--- src/hdl/mf3_median.sv ---
// Two-stage median-of-nine compare-exchange network.
// Uses no package items; instantiated by the median_filter_3x3 top level.
module mf3_median #(
   parameter int PIXEL_BITS = 8
) (
   input  logic                       clock,
   input  logic [8:0][PIXEL_BITS-1:0] win_in,
   output logic [PIXEL_BITS-1:0]      med_out
);

   logic [8:0][PIXEL_BITS-1:0] half_in;
   logic [8:0][PIXEL_BITS-1:0] half_ff;
   logic [8:0][PIXEL_BITS-1:0] full_in;
   logic [PIXEL_BITS-1:0]      med_ff;

   function automatic logic [8:0][PIXEL_BITS-1:0] cmp_exch(
      input logic [8:0][PIXEL_BITS-1:0] v,
      input int                         a,
      input int                         b
   );
      logic [8:0][PIXEL_BITS-1:0] r;
      r = v;
      if (v[a] > v[b]) begin
         r[a] = v[b];
         r[b] = v[a];
      end
      return r;
   endfunction

   // First five layers: sort each triple, then merge across triples.
   always_comb begin
      half_in = win_in;
      half_in = cmp_exch(half_in, 1, 2);
      half_in = cmp_exch(half_in, 4, 5);
      half_in = cmp_exch(half_in, 7, 8);
      half_in = cmp_exch(half_in, 0, 1);
      half_in = cmp_exch(half_in, 3, 4);
      half_in = cmp_exch(half_in, 6, 7);
      half_in = cmp_exch(half_in, 1, 2);
      half_in = cmp_exch(half_in, 4, 5);
      half_in = cmp_exch(half_in, 7, 8);
      half_in = cmp_exch(half_in, 0, 3);
      half_in = cmp_exch(half_in, 5, 8);
      half_in = cmp_exch(half_in, 4, 7);
      half_in = cmp_exch(half_in, 3, 6);
      half_in = cmp_exch(half_in, 1, 4);
      half_in = cmp_exch(half_in, 2, 5);
   end

   // Last four layers settle the middle element.
   always_comb begin
      full_in = half_ff;
      full_in = cmp_exch(full_in, 4, 7);
      full_in = cmp_exch(full_in, 2, 4);
      full_in = cmp_exch(full_in, 4, 6);
      full_in = cmp_exch(full_in, 2, 4);
   end

   always_ff @(posedge clock) begin
      half_ff <= half_in;
      med_ff  <= full_in[4];
   end

   assign med_out = med_ff;

endmodule

--- config.mk ---
export PLATFORM = sky130hd
export DESIGN_NAME = mf3_median
export DESIGN_NICKNAME = d
export VERILOG_FILES = /design/src/hdl/mf3_median.sv
export SDC_FILE = /design/constraint.sdc
export NUM_CORES = 1
export LEC_CHECK = 0
export ABC_AREA = 1
export BUFFER_PORTS_ARGS = -buffer_cell sky130_fd_sc_hd__buf_4
export CORE_MARGIN = 2
export CORE_UTILIZATION = 55
export DETAILED_ROUTE_END_ITERATION = 8
export PLACE_DENSITY = 0.85
export REMOVE_ABC_BUFFERS = 1
export SYNTH_ARGS = -nofsm -noshare
export SYNTH_HDL_FRONTEND = slang
export SYNTH_SLANG_ARGS = --single-unit
--- constraint.sdc ---
create_clock -name clock -period 8.1 [get_ports clock]
set_input_delay 0.81 -clock clock [delete_from_list [all_inputs] [get_ports clock]]
set_output_delay 0.81 -clock clock [all_outputs]
set_load 0.02 [all_outputs]
Word level (Yosys, flattened, before mapping)
Cells that the tools add are included.
{"block": "totals", "ff_bits": 40}
{"block": "classes", "n_mux": 21, "n_lt_le_gt_ge": 19}
{"operator": "8-bit greater-than comparator", "count": 19}
{"operator": "16-bit 2-to-1 mux", "count": 9}
{"operator": "8-bit 2-to-1 mux", "count": 12}

Logic depth before layout (Yosys ltp)
Gate-level depths: netlist of run 1.
{"block": "logic_depth", "depth_word": 10, "depth_mapped": 60, "mapped_depth_nobuf": 56}

Worst setup path after synthesis of run 1
Ideal clock, no wire load.
{"block": "synth_path", "path_kind": "input port to flip-flop", "startpoint": "input win_in[71] (netlist name)", "endpoint": "register half_ff[16] (netlist name)", "n_path_buf": 4, "setup_ps": 58, "stages": 46, "required_time_ps": 8042, "path_slack_ps": 272, "arrival_time_ps": 7770, "cell_sequence": "inv_1 -> ha_1 -> a21o_1 -> nor2_1 -> nand2_1 -> nand2_2 -> clkbuf_1 -> buf_2 -> nand2_1 -> o21ai_0 -> inv_1 -> ha_1 -> a21oi_1 -> nor2_1 -> a211oi_1 -> nand2_2 -> nand2_4 -> buf_2 -> [10 not listed] -> nand2_1 -> o21ai_0 -> ha_1 -> nand2_1 -> a21oi_1 -> nand2_1 -> nand2_1 -> nand2_1 -> nand2_2 -> nand2_2 -> nand2_1 -> nand2_1 -> ha_1 -> nand4_1 -> o31ai_1 -> clkinv_1 -> or2_2 -> nand2_1"}
{"item": "from (decl)", "line": "7", "text": "input logic [8:0][PIXEL_BITS-1:0] win_in,"}
{"item": "to (signal assigned)", "line": "60", "text": "half_ff <= half_in;"}
{"item": "to (decl)", "line": "12", "text": "logic [8:0][PIXEL_BITS-1:0] half_ff;"}

==> results.md, run 1 <==
- Status: completed
- Die width: 117 microns
- Top Ports: 81
- Antenna diodes: 0
- HPWL Detailed: 15,200 microns
- Min Tclk post-route: 7370 ps
- Worst hold path class: reg2reg
- Clk sinks: 40
- Fill count: 1,164
- WL/cell: 12.4 microns
- Hold Buf Count CTS: 0
- Vias/cell: 5.27
- Initial core utilization: 56.3%
- Crit end category: flip-flop
- Max clock buf depth: 2
- Endpoints failing setup: 0
- Netlist Area Pre-Place: 7070 sq um
- Number of global-route vias before repair: 6,776
- Remaining Overflow, GRT: 0
- GPL Wtd Cong: 1.02
- Critical Path Start Type: primary input
- Asr flop ratio synth: 0%
- IO buf count: 80
- Slew @ Worst Pin: 1010 ps
- Slew Viols, Final: 0
- Detailed Route WL: 17,700 microns
- Top_reg_cell synth: dfxtp_1
- Slowest-stage cell, CP: o31ai_2
- Antenna viol nets, final: 0
- Worst EP arrival: 7550 ps
- Die area: 13,800 sq um
- Fin crit share: 90.9%
- YS warnings: 0
- Clock transition at the registers of the reported paths: 60 ps
- Crit path required time: 8280 ps
- Worst setup path category: in2reg
- Initial antenna violation count: 0
- Syn avg cell area: 5.97 sq um
- Nets: 1,473
- Placed Area: 7830 sq um
- Share of cells above drive strength 1: 11.0%
- Setup total negative slack: 0 ps
- CTS Buf Count: 5
- Slowest stage delay, CP: 360 ps
- Clock Skew: 4.32 ps
- Clock Root Buffer: clkbuf_16
- MaxCap Viol Count: 0
- Htree depth: 2
- RSZ-0062 raised after global routing: no
- Layout Area Growth over Synthesis: 13.7%
- Netlist cell types: 34
- Seq cells post-synth: 40
- Core ar.: 12,600 sq um
- EDFF count, synth: 0
- DR pass1 iterations: 5
- Biggest area consumer among synthesized cells: ha_1
- Fin. Hold Viols: 0
- Main area contributors after synthesis: ha_1, nand2_1, o21ai_0, dfxtp_1, inv_1
- Die Y: 117 microns
- Fmax: 0.136 GHz
- Clock latency on the worst-skew pair: 290 ps
- Global-route wire length before repair: 30,100 microns
- Post-synthesis sequential area ratio: 11.3%
- Relative slew margins: 32.4%
- Routed vias: 7,511
- Peak fanout along the critical path: 31
- Largest net degree at the start of global routing: 33
- Cell repeated most along the worst path: nand2_1
- Drt initial violations: 455
- Syn Inst Count: 1,184
- Rows: 41
- Top-area cell type share of the netlist area: 26.2%
- Fin area: 8040 sq um
- DRC Markers: 0
- Total GRT Usage: 25.7%
- CTS tree: built
[timing repair]
item	in CTS	in global routing
gates resized for setup	0	19
endpoints found under the setup margin	0	16
setup buffers	0	1
hold endpoints to repair	0	0
[cells in the mapped netlist (2+ instances only)]
cell type  count
o21ai_1       10
inv_2          3
nand4_2        2
nand4_1        4
nor2_2         2
nor4_1         2
dfxtp_1       40
a211oi_1      10
o211ai_1       5
nand3_1       51
clkinv_1       2
nor2_1        58
nand2_2       18
or2_2          2
o21ai_0      186
nand2_4        5
ha_1         148
a21oi_1       83
nand2_1      366
nand3_2        2
inv_1        142
and2_1         2
a32oi_1        3
buf_2          7
clkbuf_1      21
o21a_1         2
[flip-flops by register name (all words and copies together), names as in the netlist]
signal,count
half_ff,32
med_out,8
[cells in the final DEF, fill, tap and decap left out, types with 4 or more instances in the layout]
cell type and n:
nand2_1 366, o21ai_0 170, ha_1 148, inv_1 141, buf_4 92, a21oi_1 83
nor2_1 58, nand3_1 51, dfxtp_1 40, o21ai_1 26, nand2_2 16, a211oi_1 9
nand2_4 7, inv_2 5, o211ai_1 5, clkbuf_16 5, nand4_1 4
[critical path: cells and delay by family]
family | cells | cell delay (ps)
and+or+nand+nor | 24 | 2850
AOI/OAI and AO/OA | 7 | 1580
adders and majority gates | 5 | 1500
buffers and inverters | 7 | 820
[layout make-up]
class / count / area (sq um) / area share (%)
inverters: 147 / 552 / 6.86
well taps: 172 / 215 / 2.68
clock buffers: 5 / 125 / 1.56
flip-flops and latches: 40 / 801 / 9.96
clock inverters: 2 / 60.1 / 0.747
repair buffers: 92 / 691 / 8.59
multi-input cells: 966 / 5600 / 69.6
[through the flow]
| step | util (%) | hold WS [ps] | worst slack [ps] | cells |
|---|---|---|---|---|
| final | 64.0 | 640 | 734 | 1424 |
| after global routing | 64.0 | 689 | 31.7 | 1424 |
| after CTS | 63.8 | 643 | 301 | 1423 |
| after detailed placement | 62.3 | 634 | 40.4 | 1416 |
| after global placement | 62.3 | 618 | 162 | 1416 |
| after floorplan | - | 580 | 110 | 1153 |
[metal layers]
layer | up-vias | share of wire [%] | GRT usage (%) | routed length [microns]
li1 | 4074 | - | - | -
met1 | 3223 | 47 | 33.7 | 8270
met2 | 183 | 46 | 44.2 | 8070
met3 | 31 | 4.4 | 2.63 | 785
met4 | 0 | 3.1 | 8.21 | 552
met5 | - | 0 | 0 | 0
[worst paths after layout]
check	to	slack, ps	cells past startpoint	startpoint
worst max-delay path	half_ff[34]$_DFF_P_	730	43	win_in[71]
worst min-delay path	med_out[7]$_DFF_P_	640	4	half_ff[55]$_DFF_P_
worst max register to register	med_out[5]$_DFF_P_	1500	30	half_ff[63]$_DFF_P_
worst min register to register	med_out[7]$_DFF_P_	640	4	half_ff[55]$_DFF_P_
[kinds of logic (layout without fill, tap and decap cells)]
kind of cell	count (synthesis)	in the layout	synth area share (%)
buffers and inverters	178	246	9.73
flip-flops	40	40	11.3
adder cells (fa/ha/maj)	148	148	26.2
AO/OA/AOI/OAI	304	304	22.6
AND/OR/NAND/NOR	514	514	30.2
Power of run 1 is left out: the tool's default activity adds up to more than one toggle a clock period on the data nets, which glitch-free logic cannot reach.
==> inputs of run 2 (changes only) <==
--- a/config.mk
+++ b/config.mk
@@ -5,12 +5,11 @@
 export SDC_FILE = /design/constraint.sdc
 export NUM_CORES = 1
 export LEC_CHECK = 0
-export ABC_AREA = 1
 export BUFFER_PORTS_ARGS = -buffer_cell sky130_fd_sc_hd__buf_4
 export CORE_MARGIN = 2
 export CORE_UTILIZATION = 55
 export DETAILED_ROUTE_END_ITERATION = 8
-export PLACE_DENSITY = 0.85
+export PLACE_DENSITY = 0.84
 export REMOVE_ABC_BUFFERS = 1
 export SYNTH_ARGS = -nofsm -noshare
 export SYNTH_HDL_FRONTEND = slang
==> run 2 against run 1 <==
Against the previous run: critical path depth is 3 higher; wire length grew 74%; the flow now finishes with violations (setup timing); non-clock buffer count rose by 195; sequential share of layout area decreased by 2.4 points.
==> results.md, run 2 <==
- Hold Slack: 662 ps (+22.6 ps)
- CTS tree: built
- Core ar.: 13,200 sq um (+4.9%)
- Hold Path Depth: 2 (-2)
- Peak fanout along the critical path: 6 (-81%)
- Die width: 120 microns (+2.2%)
- Antenna diodes: 0 (unchanged)
- Clock transition at the registers of the reported paths: 60 ps (about the same)
- Top Ports: 81 (unchanged)
- Clock Skew: 5.07 ps (+0.754 ps)
- YS warnings: 0 (unchanged)
- Hold Buf Count CTS: 0 (unchanged)
- Crit path required time: 8280 ps (about the same)
- IO buf count: 80 (unchanged)
- Post-synthesis sequential area ratio: 10.8% (-0.50 points)
- Biggest register: half_ff
- Total GRT Usage: 33.1% (+7.4 points)
- Biggest area consumer among synthesized cells: ha_1
- Fill count: 639 (-45%)
- RSZ-0062 raised after global routing: yes
- Layout Cells excl Fill: 1,379 (-3.2%)
- Detailed Route WL: 30,800 microns (+74%)
- MaxCap Viol Count: 0 (unchanged)
- Worst EP arrival: 9190 ps (+1640 ps)
- Netlist cell types: 60 (+76%)
- Die area: 14,400 sq um (+4.4%)
- Critical Path Start Type: primary input
- Setup ws final: -912 ps (-1650 ps)
- CTS Buf Count: 5 (unchanged)
- Fin crit share: 111% (+20 points)
- Routed vias: 9,014 (+20%)
- Placed insts: 1,323 (-6.6%)
- Most frequent cell after synthesis: ha_1
- Worst setup path category: in2reg
- Clk sinks: 40 (unchanged)
- Main area contributors after synthesis: ha_1, mux2i_1, dfxtp_1, inv_1, a21oi_1
- Netlist Area Pre-Place: 7400 sq um (+4.6%)
- Initial core utilization: 56.1% (-0.20 points)
- Clock latency on the worst-skew pair: 290 ps (about the same)
- Cell repeated most along the worst path: a21o_1
- Layout Area Growth over Synthesis: 44.2%
- Rows: 42 (+2.4%)
- Remaining Overflow, GRT: 0 (unchanged)
- Htree depth: 2 (unchanged)
- Global-route wire length before repair: 38,700 microns (+28%)
- Slew Viols, Final: 0 (unchanged)
- Failing checks: setup timing
- DRC Markers: 0 (unchanged)
- Max reg flops: 32 (unchanged)
- Vias/cell: 6.54 (+24%)
- Initial antenna violation count: 0 (unchanged)
- Asr flop ratio synth: 0% (unchanged)
- Commonest non-fill, non-tap cell in the layout: buf_4
- Slowest stage delay, CP: 370 ps (about the same)
- Hold path startpoint: half_ff[48]$_DFF_P_
- Largest net degree at the start of global routing: 25 (-24%)
- Slowest-stage cell, CP: mux2i_2
- Antenna viol nets, final: 0 (unchanged)
- Drt initial violations: 860 (+89%)
- Syn Inst Count: 937 (-21%)
- Most frequent cells in the layout: buf_4, ha_1, inv_1
- Worst hold path class: reg2reg
- Status: finished with violations
- Clock Root Buffer: clkbuf_16
- R2R depth: 38 (+27%)
- Min Tclk post-route: 9010 ps (+1650 ps)
- Max clock buf depth: 2 (unchanged)
- Seq cells post-synth: 40 (unchanged)
- Worst R2R End: med_out[1]$_DFF_P_
- Worst Hold End: med_out[0]$_DFF_P_
- Setup total negative slack: -12,110 ps (-12,110 ps)
- Reg2Reg Setup Slack: 320 ps (-1180 ps)
- DR pass1 iterations: 6 (+1)
- WL/cell: 22.3 microns (+80%)
- Slew @ Worst Pin: 1120 ps (+104 ps)
- EDFF count, synth: 0 (unchanged)
- Endpoints failing setup: 16 (+16)
- Nets: 1,424 (-3.3%)
- Fmax: 0.111 GHz (-18%)
- Number of global-route vias before repair: 8,399 (+24%)
- HPWL Detailed: 16,800 microns (+10%)
- Fin. Hold Viols: 0 (unchanged)
- Reg2reg start: half_ff[57]$_DFF_P_
- Syn avg cell area: 7.89 sq um (+32%)
- Relative slew margins: 25.0% (-7.4 points)
- Top-area cell type share of the netlist area: 25.0% (-1.1 points)
- Die Y: 120 microns (+2.2%)
- Share of cells above drive strength 1: 37.8% (+27 points)
- GPL Wtd Cong: 0.949 (-6.7%)
- Crit end category: flip-flop
- Synth top cells by count: ha_1, inv_1, mux2i_1
- Top_reg_cell synth: dfxtp_1
## run 2: cell count changes in the layout (fill, tap and decap cells not counted), sizes merged, moves of 13 or more
cell / delta
a21o: +38
buf: +195
mux2i: +121
o21a: +13
mux2: +23
nand3: -27
nand2: -334
inv: -26
o21ai: -129
nor2b: +13
## run 2: logic make-up after synthesis
kind of cell	synth area share, %
adders and majority gates	25.2
muxes	21.1
and+or+nand+nor	13.2
buffers and inverters	8.05
DFF	10.8
AOI/OAI and AO/OA	21.6
## run 2: layout make-up
| class | count | area (sq um) | area share, % |
|---|---|---|---|
| Clock buffer | 5 | 125 | 1.17 |
| Timing Repair Buffer | 287 | 2280 | 21.4 |
| Clock inverter | 2 | 12.5 | 0.117 |
| Sequential cell | 40 | 801 | 7.51 |
| Tap cell | 176 | 220 | 2.07 |
| Multi-Input combinational cell | 749 | 6760 | 63.4 |
| Inverter | 120 | 455 | 4.27 |
## run 2: worst max-delay path, delay by kind of cell
family	cells	cell delay (ps)
compound gates	22	3790
fa+ha+maj	5	1480
buf+inv	7	1010
mux	3	990
simple gates	9	1100
## run 2: metrics by stage
| stage | instance area (sq um) | util [%] | setup slack (ps) |
|---|---|---|---|
| final | 10700 | 80.8 | -912 |
| after global routing | 10700 | 80.8 | -1080 |
| after CTS | 10000 | 76.1 | 27.9 |
| after detailed placement | 9290 | 70.4 | -621 |
| after global placement | 9290 | 70.4 | -212 |
| after floorplan | 7250 | - | -2630 |
## run 2: what timing repair did
action / CTS / global route
pin swaps: 25 / 51
buffers inserted: 23 / 24
endpoints found under the setup margin: 16 / 20
gates cloned: 6 / 0
resized for setup: 82 / 100
## run 2: worst max path at each step
stage / slack (ps) / cells past startpoint / startpoint / endpoint
after floorplan: -2630 / 41 / win_in[41] / half_ff[32]$_DFF_P_
after global placement: -210 / 47 / win_in[65] / half_ff[32]$_DFF_P_
after detailed placement: -620 / 45 / win_in[41] / half_ff[32]$_DFF_P_
after CTS: 30 / 49 / win_in[65] / half_ff[20]$_DFF_P_
after global routing: -1080 / 46 / win_in[47] / half_ff[32]$_DFF_P_
final: -910 / 46 / win_in[33] / half_ff[32]$_DFF_P_
## run 2: metal layers
layer  vias up  wire length [microns]  global-route usage (%)
met1      4156                  10700                    35.9
met2       666                  14400                    60.4
met3       292                   2760                    4.99
li1       3900                      -                       -
met4         0                   2930                    19.7
met5         -                      0                       0
Power of run 2 is left out for the same reason.
==> inputs of run 3 (changes only) <==
--- a/config.mk
+++ b/config.mk
@@ -8,6 +8,7 @@
 export BUFFER_PORTS_ARGS = -buffer_cell sky130_fd_sc_hd__buf_4
 export CORE_MARGIN = 2
 export CORE_UTILIZATION = 55
+export CTS_BUF_LIST = sky130_fd_sc_hd__clkbuf_8
 export DETAILED_ROUTE_END_ITERATION = 8
 export PLACE_DENSITY = 0.84
 export REMOVE_ABC_BUFFERS = 1
==> constraint.sdc (replaced) <==
create_clock -name clock -period 8.1 [get_ports clock]
set_input_delay 0.81 -clock clock [delete_from_list [all_inputs] [get_ports clock]]
set_output_delay 0.81 -clock clock [all_outputs]
set_load 0.1 [all_outputs]
==> run 3 against run 2 <==
Against the previous run: the run still ends with setup timing left; clock-buffer cell count stayed put; clock skew is 3.1 ps higher; final area hardly changed; core utilization is 0.066 points lower; final cell count hardly changed; worst hold slack worse by 7.5 ps; critical path depth is 3 higher; fmax is 0.30% lower; first-iteration DRC count is 12% higher; critical endpoint is now half_ff[37]$_DFF_P_.
==> results.md, run 3 (same netlist as run 2, synthesis figures left out) <==
- Die area: 14,400 sq um (unchanged)
- Layout Area Growth over Synthesis: 44.0% (about the same)
- Initial core utilization: 56.1% (unchanged)
- Worst setup path category: in2reg
- Min Tclk post-route: 9040 ps (+27.5 ps)
- MaxCap Viol Count: 0 (unchanged)
- Remaining Overflow, GRT: 0 (unchanged)
- Initial antenna violation count: 0 (unchanged)
- Share of cells above drive strength 1: 38.6% (+0.78 points)
- Slowest stage delay, CP: 430 ps (+60 ps)
- Worst Hold End: med_out[2]$_DFF_P_
- Fmax: 0.111 GHz (-0.30%)
- CTS tree: built
- Core ar.: 13,200 sq um (unchanged)
- Reg2reg start: half_ff[57]$_DFF_P_
- CTS Buf Count: 5 (unchanged)
- Worst setup path start: win_in[33]
- Relative slew margins: 15.6% (-9.4 points)
- Clk sinks: 40 (unchanged)
- RSZ-0062 raised after global routing: yes
- Worst EP arrival: 9210 ps (+20 ps)
- Family with the most delay on the worst path: compound AO/OA/AOI/OAI gates
- Commonest non-fill, non-tap cell in the layout: buf_4
- Biggest register: half_ff
- Slew Viols, Final: 0 (unchanged)
- Hold Buf Count CTS: 0 (unchanged)
- Nets: 1,423 (-0.070%)
- Clock latency on the worst-skew pair: 300 ps (about the same)
- Placed Area: 9290 sq um (unchanged)
- Peak fanout along the critical path: 6 (unchanged)
- GPL Wtd Cong: 0.949 (unchanged)
- WL/cell: 22.5 microns (+0.95%)
- Slowest-stage cell, CP: a211oi_4
- Hold Slack: 655 ps (-7.54 ps)
- Setup ws final: -939 ps (-27.5 ps)
- IO buf count: 80 (unchanged)
- Clock transition at the registers of the reported paths: 80 ps (+20 ps)
- Fill count: 643 (+0.63%)
- Crit path buffers/inverters: 10 (+3)
- Fin area: 10,700 sq um (about the same)
- Hold Path Depth: 4 (+2)
- Reg2Reg Setup Slack: 780 ps (+460 ps)
- Worst R2R End: med_out[1]$_DFF_P_
- Largest net degree at the start of global routing: 25 (unchanged)
- DRC Markers: 0 (unchanged)
- Antenna viol nets, final: 0 (unchanged)
- Die width: 120 microns (unchanged)
- Detailed Route WL: 31,100 microns (+0.87%)
- Antenna diodes: 0 (unchanged)
- Status: finished with violations
- Worst path depth: 49 (+6.5%)
- Top Ports: 81 (unchanged)
- HPWL Detailed: 16,800 microns (unchanged)
- Rows: 42 (unchanged)
- Vias/cell: 6.59 (+0.87%)
- Routed vias: 9,086 (+0.80%)
- Global routing's busiest layer: met2
- R2R depth: 37 (-2.6%)
- Final core occ: 80.8% (about the same)
- Slew @ Worst Pin: 1270 ps (+148 ps)
- Total GRT Usage: 32.4% (-0.67 points)
- Fin. Hold Viols: 0 (unchanged)
- Most frequent cells in the layout: buf_4, ha_1, inv_1
- Hold path startpoint: half_ff[50]$_DFF_P_
- Number of global-route vias before repair: 8,316 (-0.99%)
- Failing checks: setup timing
- Clock Root Buffer: clkbuf_8
- Drt initial violations: 964 (+12%)
- Setup WS pre-CTS: -621 ps (unchanged)
- Die Y: 120 microns (unchanged)
- Max reg flops: 32 (unchanged)
- Critical Path Start Type: primary input
- Fin crit share: 112% (+0.34 points)
- Global-route wire length before repair: 38,200 microns (-1.2%)
- Crit end category: flip-flop
- GR Util met1: 36.3% (+0.41 points)
- Crit path required time: 8270 ps (about the same)
- Htree depth: 2 (unchanged)
- DR pass1 iterations: 8 (+2)
- Max clock buf depth: 2 (unchanged)
- Endpoints failing setup: 24 (+8)
- Met2 Use GR: 57.7% (-2.7 points)
- Met3 Track Usage GR: 4.33% (-0.67 points)
- Worst hold path class: reg2reg
- Clock Skew: 8.18 ps (+3.11 ps)
run 3: worst min-delay path, stage by stage (launching register included):
cell and delay (ps):
dfxtp_1 310, inv_1 50, nor2_1 100, a21oi_1 60, a21oi_1 110
run 3: timing repair:
item,CTS,global route
resized for setup,75,115
buffers inserted,22,23
cloned,6,0
pin swaps,24,54
endpoints found under the hold margin,0,0
endpoints found under the setup margin,16,17
run 3: per-stage QoR:
step	instances	TNS, ps
final	1378	-16600
after global routing	1378	-21400
after CTS	1358	-32.4
after detailed placement	1323	-8140
after global placement	1323	-1880
after floorplan	909	-46840
run 3: worst max-delay path by stage:
stage | end
floorplan | half_ff[32]$_DFF_P_
global placement | half_ff[32]$_DFF_P_
detailed placement | half_ff[32]$_DFF_P_
CTS | half_ff[32]$_DFF_P_
global route | half_ff[37]$_DFF_P_
finish | half_ff[37]$_DFF_P_
run 3: layout make-up:
| cell class | count | area, sq um | area share (%) |
|---|---|---|---|
| Clock buffer | 5 | 68.8 | 0.646 |
| Inverter | 120 | 458 | 4.30 |
| Tap cell | 176 | 220 | 2.07 |
| Sequential cell | 40 | 801 | 7.52 |
| Timing Repair Buffer | 286 | 2270 | 21.3 |
| Multi-Input combinational cell | 749 | 6820 | 64.0 |
| Clock inverter | 2 | 12.5 | 0.117 |
run 3: routing by layer:
metal  vias to the layer above  share of wire [%]  wire (microns)
li1                       3899                  -               -
met4                         0                 11            3430
met5                         -                  0               0
met1                      4146                 35           10800
met3                       338                9.6            2990
met2                       703                 45           13900
Power of run 3 is left out for the same reason.
